==> src/rtl/t2d_pkg.sv <==
`timescale 1ns / 1ps
// ----------------------------------------------------------------------------
// t2d_pkg: shared types and constants of the track 2 equivalent decoder
// Nibble codes, result kinds, the run summary record and the default sizes.
// ----------------------------------------------------------------------------
package t2d_pkg;

   localparam int SYMBOL_LIMIT_DEF   = 40;
   localparam int PAN_MAX_DIGITS_DEF = 19;
   localparam int QUEUE_DEPTH        = 2;

   localparam logic [3:0] SEP_NIBBLE = 4'hD;
   localparam logic [3:0] DIGIT_MAX  = 4'd9;
   localparam logic [2:0] EXP_SYMS   = 3'd4;

   localparam logic KIND_DIGIT   = 1'b0;
   localparam logic KIND_SUMMARY = 1'b1;

   // Per-run summary handed from the scanner to the emitter
   typedef struct packed {
      logic                 pan_ok;
      logic [4:0]           plen;      // zero when no PAN was taken
      logic                 exp_ok;
      logic [3:0][3:0]      exp_sym;   // [0] is the first symbol after the separator
   } summ_type;

   localparam int SUMM_W = $bits(summ_type);

   // 10*hi + lo on two decimal symbols
   function automatic logic [6:0] two_digit(logic [3:0] hi, logic [3:0] lo);
      logic [6:0] h;
      h = {3'b000, hi};
      return (h << 3) + (h << 1) + {3'b000, lo};
   endfunction

endpackage

==> src/rtl/t2d_front.sv <==
`timescale 1ns / 1ps
// ----------------------------------------------------------------------------
// t2d_front: byte scanner
// Classifies both nibbles of a byte together, keeps PAN and expiry symbols,
// and pushes one run record into the queue on the final byte.
// ----------------------------------------------------------------------------
module t2d_front #(
   parameter int SYMBOL_LIMIT   = t2d_pkg::SYMBOL_LIMIT_DEF,
   parameter int PAN_MAX_DIGITS = t2d_pkg::PAN_MAX_DIGITS_DEF
) (
   input  logic                          clock,
   input  logic                          reset,
   input  logic                          byte_valid,
   input  logic [7:0]                    track_byte,
   input  logic                          final_byte,
   input  logic                          pan_known,
   input  logic                          expiry_known,
   input  logic                          queue_full,
   output logic                          byte_ready,
   output logic                          push,
   output t2d_pkg::summ_type             push_summ,
   output logic [PAN_MAX_DIGITS*4-1:0]   push_digits
);

   localparam int CntW    = $clog2(SYMBOL_LIMIT + 1);
   localparam int PanIdxW = (PAN_MAX_DIGITS > 1) ? $clog2(PAN_MAX_DIGITS) : 1;

   typedef struct packed {
      logic [CntW-1:0] sym;
      logic            stop;
      logic            sep;
      logic [CntW-1:0] pre;
      logic [2:0]      post;
      logic            bad;
   } scan_type;

   typedef struct packed {
      scan_type st;
      logic     pan_we;
      logic     exp_we;
   } step_type;

   function automatic step_type nib_step(scan_type s, logic [3:0] nib);
      step_type r;
      logic     dig;
      dig      = (nib <= t2d_pkg::DIGIT_MAX);
      r.st     = s;
      r.pan_we = 1'b0;
      r.exp_we = 1'b0;
      if (!s.stop) begin
         if (32'(s.sym) >= SYMBOL_LIMIT || (!dig && nib != t2d_pkg::SEP_NIBBLE)) begin
            r.st.stop = 1'b1;
         end else begin
            r.st.sym = s.sym + 1'b1;
            if (!s.sep) begin
               if (!dig) begin
                  r.st.sep = 1'b1;
               end else begin
                  r.pan_we = (32'(s.pre) < PAN_MAX_DIGITS);
                  r.st.pre = s.pre + 1'b1;
               end
            end else if (s.post < t2d_pkg::EXP_SYMS) begin
               r.exp_we  = 1'b1;
               r.st.bad  = s.bad | ~dig;
               r.st.post = s.post + 3'd1;
            end
         end
      end
      return r;
   endfunction

   scan_type   scan_ff, scan_in;
   logic [1:0] skip_ff, skip_in;
   logic [3:0] pan_ff [PAN_MAX_DIGITS];
   logic [3:0] pan_in [PAN_MAX_DIGITS];
   logic [3:0] exp_ff [4];
   logic [3:0] exp_in [4];

   step_type   hi_step, lo_step;
   logic [3:0] nib_hi, nib_lo;
   logic       first_byte, accept;
   logic [1:0] skip_eff;
   logic       pan_ok, exp_ok;

   assign nib_hi     = track_byte[7:4];
   assign nib_lo     = track_byte[3:0];
   assign byte_ready = ~queue_full;
   assign accept     = byte_valid & byte_ready;
   assign first_byte = (scan_ff.sym == '0) && !scan_ff.stop;
   assign skip_eff   = first_byte ? {expiry_known, pan_known} : skip_ff;

   always_comb begin
      hi_step = nib_step(scan_ff, nib_hi);
      lo_step = nib_step(hi_step.st, nib_lo);
      for (int k = 0; k < PAN_MAX_DIGITS; k++) begin
         pan_in[k] = pan_ff[k];
         if (hi_step.pan_we && PanIdxW'(scan_ff.pre) == PanIdxW'(k)) pan_in[k] = nib_hi;
         if (lo_step.pan_we && PanIdxW'(hi_step.st.pre) == PanIdxW'(k)) pan_in[k] = nib_lo;
      end
      for (int k = 0; k < 4; k++) begin
         exp_in[k] = exp_ff[k];
         if (hi_step.exp_we && scan_ff.post[1:0] == 2'(k)) exp_in[k] = nib_hi;
         if (lo_step.exp_we && hi_step.st.post[1:0] == 2'(k)) exp_in[k] = nib_lo;
      end
   end

   assign pan_ok = lo_step.st.sep && !skip_eff[0] && (lo_step.st.pre != '0) &&
                   (32'(lo_step.st.pre) <= PAN_MAX_DIGITS);
   assign exp_ok = lo_step.st.sep && !skip_eff[1] &&
                   (lo_step.st.post == t2d_pkg::EXP_SYMS) && !lo_step.st.bad;

   always_comb begin
      push_summ.pan_ok = pan_ok;
      push_summ.plen   = pan_ok ? 5'(lo_step.st.pre) : 5'd0;
      push_summ.exp_ok = exp_ok;
      for (int k = 0; k < 4; k++) push_summ.exp_sym[k] = exp_in[k];
      for (int k = 0; k < PAN_MAX_DIGITS; k++) push_digits[k*4 +: 4] = pan_in[k];
   end

   assign push = accept & final_byte;

   always_comb begin
      scan_in = scan_ff;
      skip_in = skip_ff;
      if (accept) begin
         if (final_byte) begin
            scan_in = '0;
            skip_in = 2'b00;
         end else begin
            scan_in = lo_step.st;
            skip_in = skip_eff;
         end
      end
   end

   always_ff @(posedge clock) begin
      if (reset) begin
         scan_ff <= '0;
         skip_ff <= 2'b00;
      end else begin
         scan_ff <= scan_in;
         skip_ff <= skip_in;
      end
   end

   always_ff @(posedge clock) begin
      if (accept) begin
         pan_ff <= pan_in;
         exp_ff <= exp_in;
      end
   end

`ifndef SYNTHESIS
   a_sym_limit: assert property (@(posedge clock) disable iff (reset)
      32'(scan_ff.sym) <= SYMBOL_LIMIT)
      else $error("symbol count beyond limit");
   a_pre_le_sym: assert property (@(posedge clock) disable iff (reset)
      scan_ff.pre <= scan_ff.sym)
      else $error("PAN digit count exceeds symbol count");
   a_post_after_sep: assert property (@(posedge clock) disable iff (reset)
      scan_ff.post != 3'd0 |-> scan_ff.sep)
      else $error("expiry symbols without separator");
`endif

endmodule

==> src/rtl/t2d_fifo.sv <==
`timescale 1ns / 1ps
// ----------------------------------------------------------------------------
// t2d_fifo: run record queue
// Small register queue between the scanner and the emitter.
// ----------------------------------------------------------------------------
module t2d_fifo #(
   parameter int DATA_W = 8
) (
   input  logic              clock,
   input  logic              reset,
   input  logic              push,
   input  logic [DATA_W-1:0] push_data,
   input  logic              pop,
   output logic              full,
   output logic              head_valid,
   output logic [DATA_W-1:0] head_data
);

   localparam int Depth = t2d_pkg::QUEUE_DEPTH;
   localparam int PtrW  = (Depth > 1) ? $clog2(Depth) : 1;
   localparam int CntW  = $clog2(Depth + 1);

   logic [DATA_W-1:0] mem [Depth];
   logic [PtrW-1:0]   wr_ptr_ff, wr_ptr_in, rd_ptr_ff, rd_ptr_in;
   logic [CntW-1:0]   count_ff, count_in;

   assign full       = (32'(count_ff) == Depth);
   assign head_valid = (count_ff != '0);
   assign head_data  = mem[rd_ptr_ff];

   function automatic logic [PtrW-1:0] ptr_next(logic [PtrW-1:0] p);
      return (32'(p) == Depth - 1) ? '0 : p + 1'b1;
   endfunction

   always_comb begin
      wr_ptr_in = push ? ptr_next(wr_ptr_ff) : wr_ptr_ff;
      rd_ptr_in = pop  ? ptr_next(rd_ptr_ff) : rd_ptr_ff;
      count_in  = count_ff;
      if (push && !pop) count_in = count_ff + 1'b1;
      if (pop && !push) count_in = count_ff - 1'b1;
   end

   always_ff @(posedge clock) begin
      if (reset) begin
         wr_ptr_ff <= '0;
         rd_ptr_ff <= '0;
         count_ff  <= '0;
      end else begin
         wr_ptr_ff <= wr_ptr_in;
         rd_ptr_ff <= rd_ptr_in;
         count_ff  <= count_in;
      end
   end

   always_ff @(posedge clock) begin
      if (push) mem[wr_ptr_ff] <= push_data;
   end

endmodule

==> src/rtl/t2d_back.sv <==
`timescale 1ns / 1ps
// ----------------------------------------------------------------------------
// t2d_back: result emitter
// Walks the head run record: one PAN digit word per cycle while the receiver is ready, then the summary.
// ----------------------------------------------------------------------------
module t2d_back #(
   parameter int PAN_MAX_DIGITS = t2d_pkg::PAN_MAX_DIGITS_DEF
) (
   input  logic                          clock,
   input  logic                          reset,
   input  logic                          head_valid,
   input  t2d_pkg::summ_type             head_summ,
   input  logic [PAN_MAX_DIGITS*4-1:0]   head_digits,
   output logic                          pop,
   output logic                          rsp_valid,
   input  logic                          rsp_ready,
   output logic                          rsp_kind,
   output logic [3:0]                    rsp_pan_digit,
   output logic [4:0]                    rsp_position,
   output logic                          rsp_pan_captured,
   output logic [4:0]                    rsp_pan_length,
   output logic                          rsp_expiry_captured,
   output logic [6:0]                    rsp_expiry_year,
   output logic [6:0]                    rsp_expiry_month,
   output logic                          rsp_last
);

   localparam int PanIdxW = (PAN_MAX_DIGITS > 1) ? $clog2(PAN_MAX_DIGITS) : 1;

   logic [3:0] digits [PAN_MAX_DIGITS];
   logic [4:0] pos_ff, pos_in;
   logic       valid_ff, valid_in;
   logic       kind_ff;
   logic [3:0] digit_ff;
   logic [4:0] position_ff;
   logic       pan_cap_ff;
   logic [4:0] plen_ff;
   logic       exp_cap_ff;
   logic [6:0] year_ff, month_ff;
   logic       load, more;

   always_comb begin
      for (int k = 0; k < PAN_MAX_DIGITS; k++) digits[k] = head_digits[k*4 +: 4];
   end

   assign more = (pos_ff < head_summ.plen);
   assign load = head_valid && (!valid_ff || rsp_ready);
   assign pop  = load && !more;

   always_comb begin
      pos_in   = pos_ff;
      valid_in = valid_ff;
      if (load) begin
         valid_in = 1'b1;
         pos_in   = more ? pos_ff + 5'd1 : 5'd0;
      end else if (rsp_ready) begin
         valid_in = 1'b0;
      end
   end

   always_ff @(posedge clock) begin
      if (reset) begin
         pos_ff   <= 5'd0;
         valid_ff <= 1'b0;
      end else begin
         pos_ff   <= pos_in;
         valid_ff <= valid_in;
      end
   end

   always_ff @(posedge clock) begin
      if (load) begin
         if (more) begin
            kind_ff     <= t2d_pkg::KIND_DIGIT;
            digit_ff    <= digits[PanIdxW'(pos_ff)];
            position_ff <= pos_ff;
            pan_cap_ff  <= 1'b0;
            plen_ff     <= 5'd0;
            exp_cap_ff  <= 1'b0;
            year_ff     <= 7'd0;
            month_ff    <= 7'd0;
         end else begin
            kind_ff     <= t2d_pkg::KIND_SUMMARY;
            digit_ff    <= 4'd0;
            position_ff <= 5'd0;
            pan_cap_ff  <= head_summ.pan_ok;
            plen_ff     <= head_summ.plen;
            exp_cap_ff  <= head_summ.exp_ok;
            year_ff     <= head_summ.exp_ok ?
                           t2d_pkg::two_digit(head_summ.exp_sym[0], head_summ.exp_sym[1]) : 7'd0;
            month_ff    <= head_summ.exp_ok ?
                           t2d_pkg::two_digit(head_summ.exp_sym[2], head_summ.exp_sym[3]) : 7'd0;
         end
      end
   end

   assign rsp_valid           = valid_ff;
   assign rsp_kind            = kind_ff;
   assign rsp_pan_digit       = digit_ff;
   assign rsp_position        = position_ff;
   assign rsp_pan_captured    = pan_cap_ff;
   assign rsp_pan_length      = plen_ff;
   assign rsp_expiry_captured = exp_cap_ff;
   assign rsp_expiry_year     = year_ff;
   assign rsp_expiry_month    = month_ff;
   assign rsp_last            = (kind_ff == t2d_pkg::KIND_SUMMARY);

`ifndef SYNTHESIS
   a_pop_on_summary: assert property (@(posedge clock) disable iff (reset)
      pop |-> head_valid && pos_ff >= head_summ.plen)
      else $error("record popped before all digits were sent");
   a_pos_cleared: assert property (@(posedge clock) disable iff (reset)
      pop |=> pos_ff == 5'd0)
      else $error("digit position not rewound after summary");
   a_digit_pos_range: assert property (@(posedge clock) disable iff (reset)
      valid_ff && kind_ff == t2d_pkg::KIND_DIGIT |-> 32'(position_ff) < PAN_MAX_DIGITS)
      else $error("digit position out of range");
`endif

endmodule

==> src/rtl/track2_equivalent_decoder.sv <==
`timescale 1ns / 1ps
// ----------------------------------------------------------------------------
// track2_equivalent_decoder: EMV Track 2 equivalent field parser
// Scans packed track bytes and emits the PAN digits and an expiry summary.
// ----------------------------------------------------------------------------
// The block takes one track byte per cycle on the req_ side while req_tready
// is high, with no gaps needed; both nibbles of a byte are classified in that
// same cycle (high nibble first). The byte flagged by req_tlast closes the
// run: its PAN digits and expiry symbols are packed into a run record and
// queued, and the scanner is back at its reset state for the next run on the
// following cycle. A queue of two run records sits between the scanner and
// the emitter; req_tready drops only while that queue is full. The emitter
// sends one word per cycle on the rsp_ side while rsp_tready is high: one
// digit word per PAN digit (when a PAN of 1 to PAN_MAX_DIGITS digits was
// found and not marked known), then one summary word with rsp_tlast high. A
// run thus costs pan_length + 1 output words; the output pace is what limits
// throughput on short runs. There is no configuration port.
// ----------------------------------------------------------------------------
module track2_equivalent_decoder #(
   parameter int SYMBOL_LIMIT   = t2d_pkg::SYMBOL_LIMIT_DEF,
   parameter int PAN_MAX_DIGITS = t2d_pkg::PAN_MAX_DIGITS_DEF
) (
   input  logic        clock,
   input  logic        reset,
   // input word
   input  logic        req_tvalid,
   output logic        req_tready,
   input  logic [7:0]  req_tdata,   // [7:0] track_byte
   input  logic        req_tlast,   // final_byte
   input  logic [1:0]  req_tuser,   // [0] pan_known, [1] expiry_known
   // result word
   output logic        rsp_tvalid,
   input  logic        rsp_tready,
   output logic [31:0] rsp_tdata,   // [3:0] pan_digit, [8:4] digit_position,
                                    // [9] pan_captured, [14:10] pan_length,
                                    // [15] expiry_captured, [22:16] expiry_year,
                                    // [29:23] expiry_month, [31:30] zero
   output logic        rsp_tlast,   // last_of_run
   output logic        rsp_tuser    // result_kind
);

   localparam int DigW  = PAN_MAX_DIGITS * 4;
   localparam int RecW  = t2d_pkg::SUMM_W + DigW;

   // scanner to queue
   logic                  q_push, q_full;
   t2d_pkg::summ_type     push_summ;
   logic [DigW-1:0]       push_digits;

   // queue to emitter
   logic                  q_pop, q_valid;
   logic [RecW-1:0]       q_head;
   t2d_pkg::summ_type     head_summ;
   logic [DigW-1:0]       head_digits;

   // emitter outputs
   logic       kind;
   logic [3:0] pan_digit;
   logic [4:0] position;
   logic       pan_cap;
   logic [4:0] pan_len;
   logic       exp_cap;
   logic [6:0] yy_field, mm_field;

   t2d_front #(
      .SYMBOL_LIMIT   (SYMBOL_LIMIT),
      .PAN_MAX_DIGITS (PAN_MAX_DIGITS)
   ) u_front (
      .clock        (clock),
      .reset        (reset),
      .byte_valid   (req_tvalid),
      .track_byte   (req_tdata),
      .final_byte   (req_tlast),
      .pan_known    (req_tuser[0]),
      .expiry_known (req_tuser[1]),
      .queue_full   (q_full),
      .byte_ready   (req_tready),
      .push         (q_push),
      .push_summ    (push_summ),
      .push_digits  (push_digits)
   );

   t2d_fifo #(
      .DATA_W (RecW)
   ) u_fifo (
      .clock      (clock),
      .reset      (reset),
      .push       (q_push),
      .push_data  ({push_summ, push_digits}),
      .pop        (q_pop),
      .full       (q_full),
      .head_valid (q_valid),
      .head_data  (q_head)
   );

   assign head_summ   = q_head[RecW-1 -: t2d_pkg::SUMM_W];
   assign head_digits = q_head[DigW-1:0];

   t2d_back #(
      .PAN_MAX_DIGITS (PAN_MAX_DIGITS)
   ) u_back (
      .clock               (clock),
      .reset               (reset),
      .head_valid          (q_valid),
      .head_summ           (head_summ),
      .head_digits         (head_digits),
      .pop                 (q_pop),
      .rsp_valid           (rsp_tvalid),
      .rsp_ready           (rsp_tready),
      .rsp_kind            (kind),
      .rsp_pan_digit       (pan_digit),
      .rsp_position        (position),
      .rsp_pan_captured    (pan_cap),
      .rsp_pan_length      (pan_len),
      .rsp_expiry_captured (exp_cap),
      .rsp_expiry_year     (yy_field),
      .rsp_expiry_month    (mm_field),
      .rsp_last            (rsp_tlast)
   );

   assign rsp_tuser = kind;
   assign rsp_tdata = {2'b00, mm_field, yy_field, exp_cap, pan_len, pan_cap,
                       position, pan_digit};

endmodule

==> config.mk <==
export PLATFORM = sky130hd
export DESIGN_NAME = track2_equivalent_decoder
export DESIGN_NICKNAME = d
export VERILOG_FILES = /design/src/rtl/t2d_pkg.sv /design/src/rtl/t2d_front.sv /design/src/rtl/t2d_fifo.sv /design/src/rtl/t2d_back.sv /design/src/rtl/track2_equivalent_decoder.sv
export SDC_FILE = /design/constraint.sdc
export NUM_CORES = 1
export LEC_CHECK = 0
export BUFFER_PORTS_ARGS = -buffer_cell sky130_fd_sc_hd__buf_2
export CAP_MARGIN = 20
export CORE_MARGIN = 3
export CORE_UTILIZATION = 62
export DETAILED_ROUTE_END_ITERATION = 6
export PLACE_DENSITY = 0.79
export SLEW_MARGIN = 20
export SYNTH_ARGS = -nofsm -noshare
export SYNTH_HDL_FRONTEND = slang
export SYNTH_SLANG_ARGS = --single-unit
export TNS_END_PERCENT = 50
==> constraint.sdc <==
create_clock -name clock -period 10.8 [get_ports clock]
set_input_delay 1.62 -clock clock [delete_from_list [all_inputs] [get_ports clock]]
set_output_delay 1.62 -clock clock [all_outputs]
set_load 0.01 [all_outputs]
# After elaboration in Yosys (flattened, before gate mapping)
# Memory sizes are Yosys's and may differ from the RTL's. A register that Yosys moved wholly into a read port is not among the register bits.
# Cells that the tools add are included.
# word_totals
ff_bits	153
ramBits	198
output_inout_bits	36
elab_cells	298
n_memories	1
# classes
n_addsub	15
magnitude_cmp	11
eq_ne	46
muxes	91
bitwise_logic	9
reduce_logical	82
# mem_list
memory	words	word_bits	rd	rd_ports_with_merged_regs	write_ports	line_no	text
u_fifo.mem	2	99	1	1	1	t2d_fifo.sv:23	logic [DATA_W-1:0] mem [Depth];
# op_table
op	count
$mux W4	52
$eq A5 B4 Y1 const B	16
$logic_and A1 B1 Y1	59
$eq A5 B3 Y1 const B	8
$mux W20	2
$eq A5 B5 Y1 const B	6
$mux W13	2
$add A6 B1 Y6 const B	4
$mux W6	4
$mux W1	21
$bmux W4 S5	1
$eq A5 B2 Y1 const B	4
$ge A6 B6 Y1 const B	3
$mux W18	1
$add A7 B4 Y7	2
$add A7 B5 Y7	2
$mux W7	2
$lt A6 B5 Y1 const B	2
$eq A2 B2 Y1 const B	5
$eq A5 B1 Y1 const B	2
$logic_not A1 Y1	10
$logic_not A5 Y1	2
$mux W5	2
$le A4 B4 Y1 const B	2
other kinds (22)	40

# Depth between registers and ports, before layout
# logic_depth
depth_word	16
ltp_mapped	18

# Hierarchy
# From an unflattened synthesis, not the netlist that was laid out.
# hier_totals
hier_cells	1242
area_unflattened_um2	17475.5
# modules_own_cells
mod	n_inst	cells_per_inst	area_per_inst_um2	seq_area_each_um2
t2d_front	1	687	7403.4	3163.0
t2d_fifo	1	330	7342.0	6045.8
t2d_back	1	220	2696.3	1051.0
track2_equivalent_decoder	1	5	33.8	0.0

# Least setup slack after synthesis
# Ideal clock, no wire load.
# synth_path
kind	input-to-reg
startpoint	in req_tvalid
endpoint	mem u_fifo.mem[0][0] (netlist name), enable pin
arrival_time_ns	7.604
path_slack_ns	2.638
cell_stages	4
cell_sequence	nand2_1 clkinv_1 nand2_1 nor2_1
# synth_via
elab_chain_cells	4
# synth_rtl
element	line_no	text
start, declared	track2_equivalent_decoder.sv:26	input logic req_tvalid,
$and A1 B1 Y1	t2d_front.sv:88	assign accept = byte_valid & byte_ready;
via u_front.accept	t2d_front.sv:81	logic first_byte, accept;
$and A1 B1 Y1	t2d_front.sv:120	assign push = accept & final_byte;
$mux W1	t2d_fifo.sv:56	if (push) mem[wr_ptr_ff] <= push_data;
$mux W1 (not written as such)	t2d_fifo.sv:56	
end, declared	t2d_fifo.sv:23	
# The timed path passes the listed nets, and every way through them passes these cells.

==> impl_summary.log <==
[metrics] Post-synth EDFFs: about 320
[metrics] worst path cell trace: buf_2, o21a_1, nor4_2, buf_4, mux2i_1, inv_1, ha_1, and2_1, o311ai_0, xor2_1, a2111oi_2, mux2_2, nor3_1
[metrics] post-route cell area: 0.0180 mm2
[metrics] RSZ-0062 raised after global routing: no
[metrics] count of maximum capacitance violations: 0
[metrics] YS warnings: 0
[metrics] library cell with the largest summed area after synthesis: sky130_fd_sc_hd__edfxtp_1
[metrics] number of optimization iterations in the first detailed-route pass: 6
[metrics] final clock period utilization by the worst path: 44.9%
[metrics] Max clock buf depth: 3
[metrics] Max Transition Viols Final: 0
[metrics] global-route usage over all layers: 25.5%
[metrics] WP data required: 11.11 ns
[metrics] most frequent cells in the layout: sky130_fd_sc_hd__edfxtp_1, sky130_fd_sc_hd__nor2_1, sky130_fd_sc_hd__a21oi_1, sky130_fd_sc_hd__mux2i_1
[metrics] gpl congestion: ~0.90
[metrics] setup TNS: 0 ns
[metrics] via count of the first global-routing pass: 9,980
[metrics] post-synthesis instance total: 1,180
[metrics] post-route DRC violation count: 0
[metrics] cell leakage power: slightly above 6 nW
[metrics] antenna violations before repair: 0
[metrics] kind of end point of the critical path: flop
[metrics] violation count after the first detailed-route iteration: 1,112
[metrics] # rows: 58
[metrics] fraction of registers with async set or reset after synthesis: 0%
[metrics] insertion delay to the later sink of the worst-skew pair: 0.52 ns
[metrics] final hold viol count: 0
[metrics] largest driver fanout on the critical path: 26
[metrics] worst max-slew margin expressed relative to the limit: 29.3%
[metrics] CTS Hold Bufs: 0
[metrics] clock-pin slew on the worst setup and hold paths: ~0.050 ns
[metrics] Floorplan Core Area: 0.0256 mm2
[metrics] GRT overflow: 0
[metrics] post-place instance area: 0.0169 mm2
[metrics] quantity of I/O buffers inserted on ports: 48
[metrics] Final Critical Period: 4.85 ns
[metrics] floorplan die area: 0.0285 mm2
[metrics] commonest register cell after synthesis: sky130_fd_sc_hd__edfxtp_1
[metrics] number of nets with antenna violations after routing: 0
[metrics] level count of the clock H-tree: 2
[metrics] sum of net half-perimeters after detailed placement: approximately 23,000 um
[metrics] clock tree from TritonCTS: done
[metrics] number of buffers added for setup after CTS: 0
[metrics] Highest Clock Rate: between 0.2 and 0.25 GHz
[metrics] wire length after detailed routing: 36,700 um
[metrics] Post-CTS Resized: 0
[metrics] Num CTS Buffers: 37
[metrics] reg-to-reg setup timing slack: 6.81 ns
[metrics] largest stage delay on the critical path: 0.42 ns
[metrics] crit path DAT: 5.16 ns
[metrics] Setup Skew: 0.0176 ns
[metrics] antenna fix cells: 0
[metrics] Startpoint Class: input pin
[metrics] maximum number of pins on one net before global-route repair: 73
[metrics] cell with the largest stage delay on the worst path: sky130_fd_sc_hd__mux2_2
[metrics] total number of nets in the final design: approximately 1,300
[metrics] most common library cell in the layout ignoring fill and taps: sky130_fd_sc_hd__edfxtp_1
[metrics] first-pass GRT wire length: 56,600 um
[metrics] number of top-level design ports: slightly above 50
[metrics] routed wirelength normalized by instance count: 23.4 um
[metrics] length of routed wiring on met1: between 10,000 and 15,000 um
[metrics] Initial Utilization: 64.2%
[metrics] kind of critical path: in -> reg
[metrics] actual slew at the worst max-slew pin: 1.06 ns
[metrics] synth top area cells: sky130_fd_sc_hd__edfxtp_1, sky130_fd_sc_hd__mux4_2, sky130_fd_sc_hd__mux2i_1, sky130_fd_sc_hd__dfxtp_1, sky130_fd_sc_hd__mux2_2
[metrics] amount of wire on met3 after detailed routing: between 2000 and 3000 um
[metrics] amount of wire on met2 after detailed routing: 17,800 um
[metrics] CTS Root Cell: sky130_fd_sc_hd__clkbuf_16
[metrics] Yosys top cell area share: 58.6%
[metrics] worst voltage drop across the vdd grid: 0.000143 V
[metrics] Via Count: 10,147
[metrics] total of flip-flops plus latches after synthesis: between 300 and 400
[metrics] proportion of layout cells with a drive suffix above 1: 17.3%
[metrics] width of the chip: 169 um
[metrics] mean area per synthesized cell: about 14 um2
[metrics] post-detailed-route via-to-cell ratio: 6.46
[metrics] final setup violating endpoints: 0
[metrics] total number of clock tree sinks: 352
[metrics] run status: complete, no violations
[metrics] unique cell type count in the Yosys netlist: 64
[metrics] Chip Height: 169 um
[metrics] portion of the post-synthesis area used by sequential elements: 62.4%
[metrics] Hold/Removal Path Class: reg -> reg
[metrics] Pwr per Cell Area: 172 mW/mm2
[metrics] top routing layer used: met4
[metrics] area growth from synthesis to final layout: 9.61%
[metrics] mapped cell area: 0.0164 mm2
[sequential cells by signal (all words and copies together) (netlist names), 2 cells and up, named ones only]
| register | flops |
|---|---|
| u_back.pos_ff | 5 |
| u_back.rsp_expiry_month | 7 |
| u_back.rsp_expiry_year | 7 |
| u_back.rsp_pan_digit | 4 |
| u_back.rsp_pan_length | 5 |
| u_back.rsp_position | 5 |
| u_fifo.count_ff | 2 |
| u_fifo.mem | 198 |
| u_front.exp_ff | 16 |
| u_front.pan_ff | 76 |
| u_front.scan_ff | 18 |
| u_front.skip_ff | 2 |
[per-stage QoR]
| stage | hold slack, ns | util, % | power [mW] | setup WS (ns) | std cells |
|---|---|---|---|---|---|
| final | 0.494 | 70.4 | 3.11 | 5.95 | 1570 |
| after global routing | 0.538 | 70.4 | 3.22 | 5.85 | 1570 |
| after CTS | 0.496 | 70.4 | 3.13 | 6.07 | 1570 |
| after detailed placement | 0.489 | 66.1 | 1.96 | 5.56 | 1508 |
| after global placement | 0.470 | 66.1 | 1.95 | 5.70 | 1508 |
| after floorplan | 0.477 | - | 1.86 | 2.64 | 1181 |
[cells in the mapped netlist, types with 2 or more instances]
cell / count
sky130_fd_sc_hd__mux2i_1: 97
sky130_fd_sc_hd__nand3b_1: 2
sky130_fd_sc_hd__dfxtp_1: 31
sky130_fd_sc_hd__a21oi_1: 106
sky130_fd_sc_hd__buf_2: 11
sky130_fd_sc_hd__o21ai_0: 14
sky130_fd_sc_hd__edfxtp_1: 321
sky130_fd_sc_hd__or4_1: 2
sky130_fd_sc_hd__buf_1: 3
sky130_fd_sc_hd__and4_1: 2
sky130_fd_sc_hd__a211oi_1: 2
sky130_fd_sc_hd__xnor2_1: 12
sky130_fd_sc_hd__nand4_1: 18
sky130_fd_sc_hd__a21o_1: 6
sky130_fd_sc_hd__o31ai_1: 2
sky130_fd_sc_hd__nor3_1: 7
sky130_fd_sc_hd__a31oi_1: 4
sky130_fd_sc_hd__ha_1: 42
sky130_fd_sc_hd__or3_1: 5
sky130_fd_sc_hd__nor3b_1: 4
sky130_fd_sc_hd__nand2b_1: 8
sky130_fd_sc_hd__xor2_1: 9
sky130_fd_sc_hd__a22oi_1: 11
sky130_fd_sc_hd__mux2_2: 48
sky130_fd_sc_hd__nor4_1: 5
sky130_fd_sc_hd__nor2b_1: 13
sky130_fd_sc_hd__mux4_2: 44
sky130_fd_sc_hd__o21a_1: 5
sky130_fd_sc_hd__nand3_1: 26
sky130_fd_sc_hd__and3_1: 15
sky130_fd_sc_hd__nand2_2: 3
sky130_fd_sc_hd__and2_1: 9
sky130_fd_sc_hd__buf_4: 6
sky130_fd_sc_hd__nand2_1: 41
sky130_fd_sc_hd__a41oi_1: 3
sky130_fd_sc_hd__o21ai_1: 3
sky130_fd_sc_hd__o22ai_1: 4
sky130_fd_sc_hd__inv_1: 28
sky130_fd_sc_hd__fa_1: 4
sky130_fd_sc_hd__nor2_1: 138
sky130_fd_sc_hd__o311ai_0: 3
sky130_fd_sc_hd__clkbuf_1: 41
[worst max-delay path, delay by kind of cell]
family / cells / cell delay [ns]
buf+inv: 3 / 0.70
xor+xnor: 1 / 0.20
simple gates: 3 / 0.62
mux: 2 / 0.79
fa+ha+maj: 1 / 0.36
compound gates: 3 / 0.84
[worst paths after layout]
kind,startpoint,cells after the start,end
worst max-delay path,req_tdata[6],13,u_fifo.mem[0][93]
worst min-delay path,u_back.rsp_valid,2,u_back.rsp_valid
worst max register to register,flop,10,u_back.pos_ff[4]
worst min register to register,u_back.rsp_valid,2,u_back.rsp_valid
[power by group]
part	switching, mW	total, mW	internal, mW
Clock	0.493	1.17	0.675
Combinational	0.225	0.343	0.118
Sequential	0.0223	1.60	1.58
[cell families (layout without fill, tap and decap cells)]
| kind of cell | Yosys count | after routing | synth area share, % |
|---|---|---|---|
| AOI/OAI and AO/OA | 172 | 172 | 6.09 |
| xor gates and xnor gates | 21 | 21 | 1.12 |
| adders and majority gates | 46 | 46 | 3.68 |
| buffers and inverters | 91 | 150 | 2.34 |
| DFF | 352 | 352 | 62.4 |
| muxes | 190 | 190 | 15.3 |
| other | 1 | 2 | 0.0228 |
| and+or+nand+nor | 307 | 307 | 9.07 |
[per-layer routing]
metal | up-vias | global-route usage (%)
met5 | - | 0
met1 | 4994 | 35.1
met4 | 0 | 8.29
met2 | 489 | 42.4
li1 | 4562 | -
met3 | 102 | 4.02
[cell type report]
class | count | area (um2)
sequential | 352 | 10300
fill | 1715 | 7590
multi-input combinational | 738 | 5830
clock buffer | 44 | 952
tap | 330 | 413
timing repair buffer | 59 | 323
clock inverter | 18 | 139
inverter | 29 | 111
(Power assumes the default switching activity.)
